<file path="src/hw/rtl/bpq_pkg.sv">
// Shared types and constants for the buffer pool queue manager.
// No dependencies.
`default_nettype none

package bpq_pkg;

  localparam int NUM_BLOCKS = 128;
  localparam int BLK_W = $clog2(NUM_BLOCKS);
  localparam int CNT_W = $clog2(NUM_BLOCKS + 1);

  typedef logic [BLK_W-1:0] blk_t;
  typedef logic [CNT_W-1:0] cnt_t;

  typedef enum logic [2:0] {
    CMD_ALLOC = 3'd0,
    CMD_QUEUE = 3'd1,
    CMD_POP   = 3'd2,
    CMD_FREE  = 3'd3,
    CMD_UNPOP = 3'd4
  } cmd_t;

  typedef enum logic [1:0] {
    ST_OK    = 2'd0,
    ST_EMPTY = 2'd1,
    ST_NOBLK = 2'd2
  } status_t;

  // one link memory update per beat: a data write and a zero mark
  typedef struct packed {
    logic mem_we;
    blk_t mem_addr;
    blk_t mem_data;
    logic zero_we;
    blk_t zero_addr;
  } link_wr_t;

  typedef struct packed {
    blk_t    block_out;
    status_t status;
    logic    overflow;
    cnt_t    free_length;
    cnt_t    queue_length;
    cnt_t    free_length_min;
    cnt_t    free_length_max;
    cnt_t    queue_length_min;
    cnt_t    queue_length_max;
  } result_t;

endpackage

`default_nettype wire

</file>
<file path="src/hw/rtl/bpq_link_store.sv">
// Link memory with registered read, plus per-entry written and zero flags.
// Depends on bpq_pkg.
`default_nettype none

module bpq_link_store import bpq_pkg::*; (
  input  wire      clk,
  input  wire      rst,
  input  wire      rd_en,
  input  blk_t     rd_addr,
  input  link_wr_t wr,
  output blk_t     link
);

  blk_t                  mem [NUM_BLOCKS];
  blk_t                  rdata;
  blk_t                  ra;
  logic [NUM_BLOCKS-1:0] written;
  logic [NUM_BLOCKS-1:0] zero;

  function automatic blk_t link_init(blk_t i);
    cnt_t nx;
    nx = {1'b0, i} + CNT_W'(1);
    link_init = (nx < CNT_W'(NUM_BLOCKS)) ? nx[BLK_W-1:0] : '0;
  endfunction

  always_ff @(posedge clk) begin
    if (wr.mem_we) begin
      mem[wr.mem_addr] <= wr.mem_data;
    end
    if (rd_en) begin
      rdata <= mem[rd_addr];
      ra    <= rd_addr;
    end
  end

  always_ff @(posedge clk) begin
    if (rst) begin
      written <= '0;
      zero    <= '0;
    end else begin
      if (wr.mem_we) begin
        written[wr.mem_addr] <= 1'b1;
        zero[wr.mem_addr]    <= 1'b0;
      end
      // zero mark follows the data write
      if (wr.zero_we) begin
        zero[wr.zero_addr] <= 1'b1;
      end
    end
  end

  assign link = zero[ra] ? '0 : (written[ra] ? rdata : link_init(ra));

endmodule

`default_nettype wire

</file>
<file path="src/hw/rtl/bpq_cmd_unit.sv">
// List state (heads, tails, counts, min/max, overflow) and command decode.
// Depends on bpq_pkg.
`default_nettype none

module bpq_cmd_unit import bpq_pkg::*; (
  input  wire           clk,
  input  wire           rst,
  input  wire           issue,
  input  wire     [2:0] cmd,
  input  wire     [BLK_W-1:0] block_in,
  input  wire           commit,
  input  blk_t          link,
  output blk_t          rd_addr,
  output link_wr_t      wr,
  output result_t       res_next
);

  logic [2:0] cmd_q;
  blk_t       blk_q;

  blk_t fhead, ftail, qhead, qtail;
  cnt_t fcnt, fmin, fmax, qcnt, qmin, qmax;
  logic ovf;

  blk_t    fhead_next, ftail_next, qhead_next, qtail_next;
  cnt_t    fcnt_next, fmin_next, fmax_next, qcnt_next, qmin_next, qmax_next;
  logic    ovf_next;
  blk_t    bout;
  status_t st;
  logic    blk_ok;

  always_comb begin
    priority if (cmd == 3'(CMD_ALLOC) && fcnt != '0) begin
      rd_addr = fhead;
    end else if (cmd == 3'(CMD_ALLOC) || cmd == 3'(CMD_POP)) begin
      rd_addr = qhead;
    end else begin
      rd_addr = fhead;
    end
  end

  always_ff @(posedge clk) begin
    if (issue) begin
      cmd_q <= cmd;
      blk_q <= block_in;
    end
  end

  always_comb begin
    fhead_next = fhead;
    ftail_next = ftail;
    fcnt_next  = fcnt;
    qhead_next = qhead;
    qtail_next = qtail;
    qcnt_next  = qcnt;
    ovf_next   = ovf;
    bout       = '0;
    st         = ST_OK;
    wr         = '0;
    blk_ok     = {1'b0, blk_q} < CNT_W'(NUM_BLOCKS);
    unique case (cmd_t'(cmd_q))
      CMD_ALLOC: begin
        if (fcnt != '0) begin
          bout         = fhead;
          fhead_next   = link;
          fcnt_next    = fcnt - CNT_W'(1);
          wr.zero_we   = 1'b1;
          wr.zero_addr = fhead;
        end else if (qcnt != '0) begin
          bout         = qhead;
          qhead_next   = link;
          qcnt_next    = qcnt - CNT_W'(1);
          wr.zero_we   = 1'b1;
          wr.zero_addr = qhead;
          ovf_next     = 1'b1;
        end else begin
          st = ST_NOBLK;
        end
      end
      CMD_POP: begin
        if (qcnt != '0) begin
          bout         = qhead;
          qhead_next   = link;
          qcnt_next    = qcnt - CNT_W'(1);
          wr.zero_we   = 1'b1;
          wr.zero_addr = qhead;
        end else begin
          st = ST_EMPTY;
        end
      end
      CMD_QUEUE: begin
        if (blk_ok && qcnt < CNT_W'(NUM_BLOCKS)) begin
          if (qcnt == '0) begin
            qhead_next = blk_q;
          end else begin
            wr.mem_we   = 1'b1;
            wr.mem_addr = qtail;
            wr.mem_data = blk_q;
          end
          qtail_next   = blk_q;
          qcnt_next    = qcnt + CNT_W'(1);
          wr.zero_we   = 1'b1;
          wr.zero_addr = blk_q;
        end
      end
      CMD_FREE: begin
        if (blk_ok && fcnt < CNT_W'(NUM_BLOCKS)) begin
          if (fcnt == '0) begin
            fhead_next = blk_q;
          end else begin
            wr.mem_we   = 1'b1;
            wr.mem_addr = ftail;
            wr.mem_data = blk_q;
          end
          ftail_next   = blk_q;
          fcnt_next    = fcnt + CNT_W'(1);
          wr.zero_we   = 1'b1;
          wr.zero_addr = blk_q;
        end
      end
      CMD_UNPOP: begin
        if (blk_ok && fcnt < CNT_W'(NUM_BLOCKS)) begin
          if (fcnt == '0) begin
            ftail_next   = blk_q;
            wr.zero_we   = 1'b1;
            wr.zero_addr = blk_q;
          end else begin
            wr.mem_we   = 1'b1;
            wr.mem_addr = blk_q;
            wr.mem_data = fhead;
          end
          fhead_next = blk_q;
          fcnt_next  = fcnt + CNT_W'(1);
        end
      end
      default: begin
      end
    endcase
    fmin_next = (fcnt_next < fmin) ? fcnt_next : fmin;
    fmax_next = (fcnt_next > fmax) ? fcnt_next : fmax;
    qmin_next = (qcnt_next < qmin) ? qcnt_next : qmin;
    qmax_next = (qcnt_next > qmax) ? qcnt_next : qmax;
    if (!commit) begin
      wr = '0;
    end
  end

  always_ff @(posedge clk) begin
    if (rst) begin
      fhead <= '0;
      ftail <= BLK_W'(NUM_BLOCKS - 1);
      fcnt  <= CNT_W'(NUM_BLOCKS);
      fmin  <= CNT_W'(NUM_BLOCKS);
      fmax  <= CNT_W'(NUM_BLOCKS);
      qhead <= '0;
      qtail <= '0;
      qcnt  <= '0;
      qmin  <= '0;
      qmax  <= '0;
      ovf   <= 1'b0;
    end else if (commit) begin
      fhead <= fhead_next;
      ftail <= ftail_next;
      fcnt  <= fcnt_next;
      fmin  <= fmin_next;
      fmax  <= fmax_next;
      qhead <= qhead_next;
      qtail <= qtail_next;
      qcnt  <= qcnt_next;
      qmin  <= qmin_next;
      qmax  <= qmax_next;
      ovf   <= ovf_next;
    end
  end

  assign res_next = '{
    block_out:        bout,
    status:           st,
    overflow:         ovf_next,
    free_length:      fcnt_next,
    queue_length:     qcnt_next,
    free_length_min:  fmin_next,
    free_length_max:  fmax_next,
    queue_length_min: qmin_next,
    queue_length_max: qmax_next
  };

endmodule

`default_nettype wire

</file>
<file path="src/hw/rtl/buffer_pool_queue_manager_core.sv">
// Buffer pool queue manager top level: handshakes, command stage, result register.
// The result register loads when the command stage commits; an unread result holds off the commit.
// A new command is not taken until the previous one commits; the link memory read is registered.
// The output register lets a new command in while a result waits.
// Reset: synchronous; link memory contents are not swept, per-entry flags give reset links.
// Depends on bpq_pkg, bpq_link_store, bpq_cmd_unit.
`default_nettype none

module buffer_pool_queue_manager_core import bpq_pkg::*; (
  input  wire              clk,
  input  wire              rst,
  input  wire              in_valid,
  output logic             in_ready,
  input  wire  [2:0]       cmd,
  input  wire  [BLK_W-1:0] block_in,
  output logic             out_valid,
  input  wire              out_ready,
  output logic [BLK_W-1:0] block_out,
  output logic [1:0]       status,
  output logic             overflow,
  output logic [CNT_W-1:0] free_length,
  output logic [CNT_W-1:0] queue_length,
  output logic [CNT_W-1:0] free_length_min,
  output logic [CNT_W-1:0] free_length_max,
  output logic [CNT_W-1:0] queue_length_min,
  output logic [CNT_W-1:0] queue_length_max
);

  logic     busy;
  logic     accept;
  logic     commit;
  blk_t     rd_addr;
  blk_t     link;
  link_wr_t wr;
  result_t  res_next;
  result_t  res;

  assign in_ready = !busy;
  assign accept   = in_valid && in_ready;
  assign commit   = busy && (!out_valid || out_ready);

  bpq_link_store u_store (
    .clk     (clk),
    .rst     (rst),
    .rd_en   (accept),
    .rd_addr (rd_addr),
    .wr      (wr),
    .link    (link)
  );

  bpq_cmd_unit u_cmd (
    .clk      (clk),
    .rst      (rst),
    .issue    (accept),
    .cmd      (cmd),
    .block_in (block_in),
    .commit   (commit),
    .link     (link),
    .rd_addr  (rd_addr),
    .wr       (wr),
    .res_next (res_next)
  );

  always_ff @(posedge clk) begin
    if (rst) begin
      busy      <= 1'b0;
      out_valid <= 1'b0;
    end else begin
      if (accept) begin
        busy <= 1'b1;
      end else if (commit) begin
        busy <= 1'b0;
      end
      if (commit) begin
        out_valid <= 1'b1;
      end else if (out_ready) begin
        out_valid <= 1'b0;
      end
    end
  end

  always_ff @(posedge clk) begin
    if (commit) begin
      res <= res_next;
    end
  end

  assign block_out        = res.block_out;
  assign status           = res.status;
  assign overflow         = res.overflow;
  assign free_length      = res.free_length;
  assign queue_length     = res.queue_length;
  assign free_length_min  = res.free_length_min;
  assign free_length_max  = res.free_length_max;
  assign queue_length_min = res.queue_length_min;
  assign queue_length_max = res.queue_length_max;

endmodule

`default_nettype wire
</file>
<file path="config.mk">
export PLATFORM = sky130hd
export DESIGN_NAME = buffer_pool_queue_manager_core
export DESIGN_NICKNAME = d
export VERILOG_FILES = /design/src/hw/rtl/bpq_pkg.sv /design/src/hw/rtl/bpq_link_store.sv /design/src/hw/rtl/bpq_cmd_unit.sv /design/src/hw/rtl/buffer_pool_queue_manager_core.sv
export SDC_FILE = /design/constraint.sdc
export NUM_CORES = 2
export LEC_CHECK = 0
export ABC_AREA = 1
export BUFFER_PORTS_ARGS = -buffer_cell sky130_fd_sc_hd__buf_2
export CAP_MARGIN = 10
export CORE_MARGIN = 2
export CORE_UTILIZATION = 50
export CTS_CLUSTER_DIAMETER = 200
export DETAILED_ROUTE_END_ITERATION = 6
export HOLD_SLACK_MARGIN = 0.15
export PLACE_DENSITY = 0.74
export SYNTH_ARGS = -nofsm -noshare
export SYNTH_HDL_FRONTEND = slang
export SYNTH_SLANG_ARGS = --single-unit
</file>
<file path="constraint.sdc">
create_clock -name clk -period 7.1 [get_ports clk]
set_input_delay 0 -clock clk [delete_from_list [all_inputs] [get_ports clk]]
set_output_delay 0 -clock clk [all_outputs]
set_load 0.02 [all_outputs]
</file>
==> After elaboration in Yosys (flattened, before gate mapping) <==
Memory sizes are Yosys's and may differ from the RTL's. A register that Yosys moved wholly into a read port is not among the register bits.
Cells that the tools add are included.
{ "totals": {"ff_bits": 410, "ramBits": 896, "inputBits": 14, "output_inout_bits": 60, "elab_cells": 153, "mem_count": 1} }
{ "mem_list": {"columns": ["memory", "words", "width", "read_ports", "rd_ports_with_merged_regs", "write_ports", "line_no", "rtl"], "rows": [
  ["u_store.mem", 128, 7, 1, 1, 1, "bpq_link_store.sv:14", "blk_t mem [NUM_BLOCKS];"]
]} }
{ "op_classes": {"addsub": 5, "n_lt_le_gt_ge": 12, "n_eq_ne": 13, "n_mux": 66, "bitwise": 4, "n_reduce_logical": 25} }
{ "ops": {"columns": ["op", "n"], "rows": [
  ["$mux W128", 3],
  ["$or A128 B128 Y128", 2],
  ["$and A128 B128 Y128", 1],
  ["$not A128 Y128", 1],
  ["$mux W7", 15],
  ["$mux W8", 12],
  ["$mux W23", 4],
  ["$mux W15", 3],
  ["$pmux W15 S3", 1],
  ["$pmux W7 S3", 2],
  ["$pmux W8 S5", 1],
  ["$pmux W7 S2", 2],
  ["$lt A7 B8 Y1 const B", 3],
  ["$lt A8 B8 Y1 const B", 3],
  ["$pmux W8 S3", 1],
  ["$add A8 B1 Y8 const B", 2],
  ["$gt A8 B8 Y1", 2],
  ["$logic_not A8 Y1", 2],
  ["$lt A8 B8 Y1", 2],
  ["$pmux W8 S2", 1],
  ["$reduce_bool A8 Y1", 2],
  ["$sub A8 B1 Y8 const B", 2],
  ["$bmux W1 S7", 2],
  ["$demux W1 S7", 2],
  ["20 further kinds", 54]
]} }

==> Depth between registers and ports, before layout <==
{ "logic_depth": {"ltp_word": 15, "depth_mapped": 23} }

==> Hierarchy <==
A second synthesis with hierarchy kept.
{ "hier_totals": {"hier_cells": 5626, "area_unflattened_um2": 55823.5} }
{ "modules_own_cells": {"columns": ["mod", "instances", "cells_per_inst", "area_per_inst_um2"], "rows": [
  ["bpq_link_store", 1, 4653, 47993.5],
  ["bpq_cmd_unit", 1, 904, 6004.5],
  ["buffer_pool_queue_manager_core", 1, 69, 1825.5]
]} }

==> Least setup slack after synthesis <==
Ideal clock, no wire load.
{ "synth_timing": {"kind": "flip-flop to flip-flop", "startpoint": "reg u_cmd.fcnt[0]", "endpoint": "mem u_store.mem[0][0] (netlist name) (data pin)", "t_arrival_ns": 4.379, "path_slack_ns": 1.924, "path_stages_with_launch": 10, "period_less_slack_ns": 5.176, "path_cell_list": "dfxtp_1 inv_1 ha_1 nand2_2 inv_1 nand2_2 nand2_1 o21ai_1 a22oi_1 nor2_1"} }
{ "synth_rtl": {"columns": ["element", "line_no", "rtl"], "rows": [
  ["from (decl)", "bpq_cmd_unit.sv:22", "cnt_t fcnt, fmin, fmax, qcnt, qmin, qmax;"],
  ["from (signal assigned)", "bpq_cmd_unit.sv:152", "fcnt <= CNT_W'(NUM_BLOCKS);"],
  ["from (signal assigned)", "bpq_cmd_unit.sv:164", "fcnt <= fcnt_next;"],
  ["to (decl)", "bpq_link_store.sv:14", null]
]} }

==> Worst setup path after layout <==
{ "layout_timing": {"startpoint": "reg u_cmd.fcnt[0]", "endpoint": "reg u_store.rdata[2], read port of u_store.mem (data pin)"} }
{ "layout_between": {"elab_chain_cells": 3} }
{ "layout_rtl": {"columns": ["element", "line_no", "rtl"], "rows": [
  ["$reduce_bool A8 Y1", "bpq_cmd_unit.sv:33", "priority if (cmd == 3'(CMD_ALLOC) && fcnt != '0) begin"],
  ["$logic_and A1 B1 Y1", "bpq_cmd_unit.sv:33", null],
  ["$mux W7", "bpq_cmd_unit.sv:33", null],
  ["to (decl)", "bpq_link_store.sv:15", "blk_t rdata;"]
]} }
No other way between the ends.
A chain may end at the register's enable or synchronous reset.

==> flow_summary.json <==
{
  "power.density_nw_per_um2": 270,
  "fin_crit_ps": 5350,
  "ant_nets": 0,
  "num_vias": 45400,
  "synthArstFlopShare_pct": 0,
  "rows": 126,
  "netlist_area_sq_um": 59200,
  "finalSetupViolations": 0,
  "synthSimpleGateAreaFrac_pct": 25.7,
  "max_slew_margin_pct": 15.1,
  "drv_slew": 0,
  "die_area_sq_um": 121000,
  "track_usage_pct": 27.1,
  "fp.dieW_microns": 348,
  "synth_mux_area_share_pct": 0,
  "cts_tree": "yes",
  "ir_drop_v": 0.000211,
  "crit_arrival_ps": 5950,
  "critical_path.max_fanout": 141,
  "dp.final_hpwl_microns": 97300,
  "leakage_nw": 25.9,
  "yosysWarnings": 0,
  "fin_skew_ps": 28.5,
  "clockBufferDepth": 3,
  "start_util_pct": 50.3,
  "clockRootBuffer": "clkbuf_16",
  "gp_congestion": 0.913,
  "wl_per_cell_microns": 21.5,
  "yosysMostFrequentCell": "nand2_1",
  "fin_util_pct": 55.5,
  "path_clk_slew_ps": 60,
  "cts_buffers": 134,
  "antenna_found_initial": 4,
  "tightest_slew_ps": 1270,
  "antenna_cells": 0,
  "drt-total-wl_microns": 167000,
  "synth_fa_ha_area_share_pct": 0.782,
  "synthTopCellsByCount": "nand2_1 (1253), nand3_1 (1000), edfxtp_1 (978), inv_1 (663), nor2_1 (509)",
  "grt_pass1_vias": 43300,
  "drv_cap": 0,
  "drtIter0Drc": 5862,
  "clock-sinks": 1313,
  "dr.pass1.iters": 6,
  "htreeDepth": 4,
  "fmax_ghz": 0.187,
  "synth_compound_area_share_pct": 5.33,
  "yosysUniqueCellTypes": 53,
  "io_pins": 74,
  "drive_gt1_share_pct": 7.84,
  "via_per_inst": 5.82,
  "ys_seq_area_share_pct": 60.9,
  "synth_nets": 6276,
  "grt-ovfl-total": 0,
  "synth_edf_count": 978,
  "clk_latency_ps": 750,
  "grt_max_degree": 196,
  "coreArea_sq_um": 118000,
  "yosys.area.top_type": "edfxtp_1",
  "grt_setup_unrepaired": "false",
  "die_h_microns": 348,
  "portBuffers": 73,
  "fin_crit_sh_pct": 75.3,
  "synthFlopType": "edfxtp_1",
  "worstPathRequired_ps": 7700,
  "final.setup.worst_slack_ps": 1750,
  "worstSetupPathType": "reg -> reg",
  "hold_path_class": "in -> reg",
  "finalSetupTns_ps": 0,
  "synth_top_area_share_pct": 49.6,
  "syn_avg_cell_area_sq_um": 9.51,
  "nNetsFinal": 6205,
  "yosys_register_bits": 1313,
  "end_kind": "flop",
  "ys_top_cells_by_area": "edfxtp_1 (50%), dfxtp_1 (11%), nand3_1 (8.5%)",
  "syn2layout_area_growth_pct": 10.4,
  "synth_top_family_by_area": "simple AND/OR/NAND/NOR gates",
  "status": "complete, no violations",
  "synthCells": 6225,
  "grt_pass1_wl_microns": 253000,
  "synth-xor-area-share_pct": 0.148,
  "route.detailed.drc": 0,
  "worstSetupStartpointType": "flop",
  "cts.repair.resized": 0,
  "dp_slack_ps": 1980,
  "hold_violations": 0
}
sequential cells by signal (all words and copies together), names as in the netlist, 8 cells and up:
register,flops
queue_length,8
u_cmd.fmin,8
u_store.mem,896
free_length,8
free_length_min,8
u_cmd.qmax,8
u_store.written,128
u_cmd.fcnt,8
u_cmd.qcnt,8
u_cmd.fmax,8
u_store.zero,128
queue_length_min,8
queue_length_max,8
u_cmd.qmin,8
free_length_max,8
worst paths after layout:
kind	slack, ps	cells past startpoint	end	startpoint
hold reg to reg	460	2	u_store.written[27]	u_store.written[27]
setup reg to reg	1750	19	u_store.rdata[2]	u_cmd.fcnt[0]
setup / recovery	1750	19	u_store.rdata[2]	u_cmd.fcnt[0]
hold / removal	270	3	u_cmd.ovf	rst
metrics by stage:
stage / cell area, sq um / cells / hold WS (ps) / power (mW)
finish: 65400 / 7797 / 271 / 17.6
global route: 65400 / 7797 / 273 / 18.2
CTS: 65400 / 7797 / 247 / 17.6
detailed placement: 60600 / 7528 / 178 / 10.4
global placement: 60600 / 7528 / 178 / 10.4
floorplan: 59200 / 6225 / 98.9 / 9.82
placed cells by master, fill, tap and decap left out, types with 9 or more instances in the layout:
| cell | count |
|---|---|
| o21ai_0 | 189 |
| edfxtp_1 | 978 |
| nor2_4 | 39 |
| ha_1 | 37 |
| nand2_1 | 1251 |
| dfxtp_1 | 335 |
| o21ai_1 | 48 |
| nand4_1 | 13 |
| xor2_1 | 10 |
| buf_2 | 72 |
| clkinv_1 | 21 |
| o211ai_1 | 39 |
| o22ai_1 | 25 |
| nand2_2 | 34 |
| nor2_2 | 27 |
| nor2_1 | 501 |
| bufinv_16 | 16 |
| nand3b_1 | 342 |
| clkinv_2 | 28 |
| inv_2 | 16 |
| a21oi_1 | 227 |
| clkbuf_1 | 22 |
| dlygate4sd3_1 | 26 |
| nand3_1 | 999 |
| clkbuf_16 | 140 |
| buf_4 | 58 |
| inv_1 | 662 |
| clkbuf_8 | 9 |
final cells by class:
type	count	area, sq um
Clock buffer	171	3710
Fill cell	9760	52400
Tap cell	1536	1920
Sequential cell	1313	36100
Clock inverter	72	830
Inverter	688	2590
Timing Repair Buffer	162	1170
Multi-Input combinational cell	3855	19100
cell families after synthesis:
logic type / Yosys count
AND/OR/NAND/NOR: 3238
flip-flops: 1313
buffers and inverters: 1057
AO/OA/AOI/OAI: 570
adder cells (fa/ha/maj): 37
XOR/XNOR: 10
power by group:
| group | total (mW) | internal [mW] | switching, mW |
|---|---|---|---|
| Clock | 7.29 | 4.29 | 3.00 |
| Combinational | 1.99 | 0.541 | 1.45 |
| Sequential | 8.35 | 8.29 | 0.0613 |
| Total | 17.6 | 13.1 | 4.51 |
worst max-delay path: stages, from the launching register on:
cell and delay [ps]:
dfxtp_1 420, inv_1 130, ha_1 250, nand2_2 130
inv_1 60, nand2_2 270, nand2_1 220, nand2_1 230
nand2_8 570, inv_6 880, buf_12 410, buf_4 480
nand3_1 130, nand3_1 90, nand3_1 90, nand3_1 130
nand3_1 160, nand2_1 170, nand2_1 90, nand2_1 80
routing by layer:
metal | global-route usage, % | share of wire (%)
met1 | 35.8 | 39
met2 | 42.8 | 46
met3 | 5.34 | 10
met4 | 13.2 | 4.7
met5 | 0 | 0.014
timing repair:
action,CTS,global route
hold buffers,26,0
endpoints found under the hold margin,126,0
setup buffers,0,0
No activity file was read; power rests on OpenSTA's default activity.
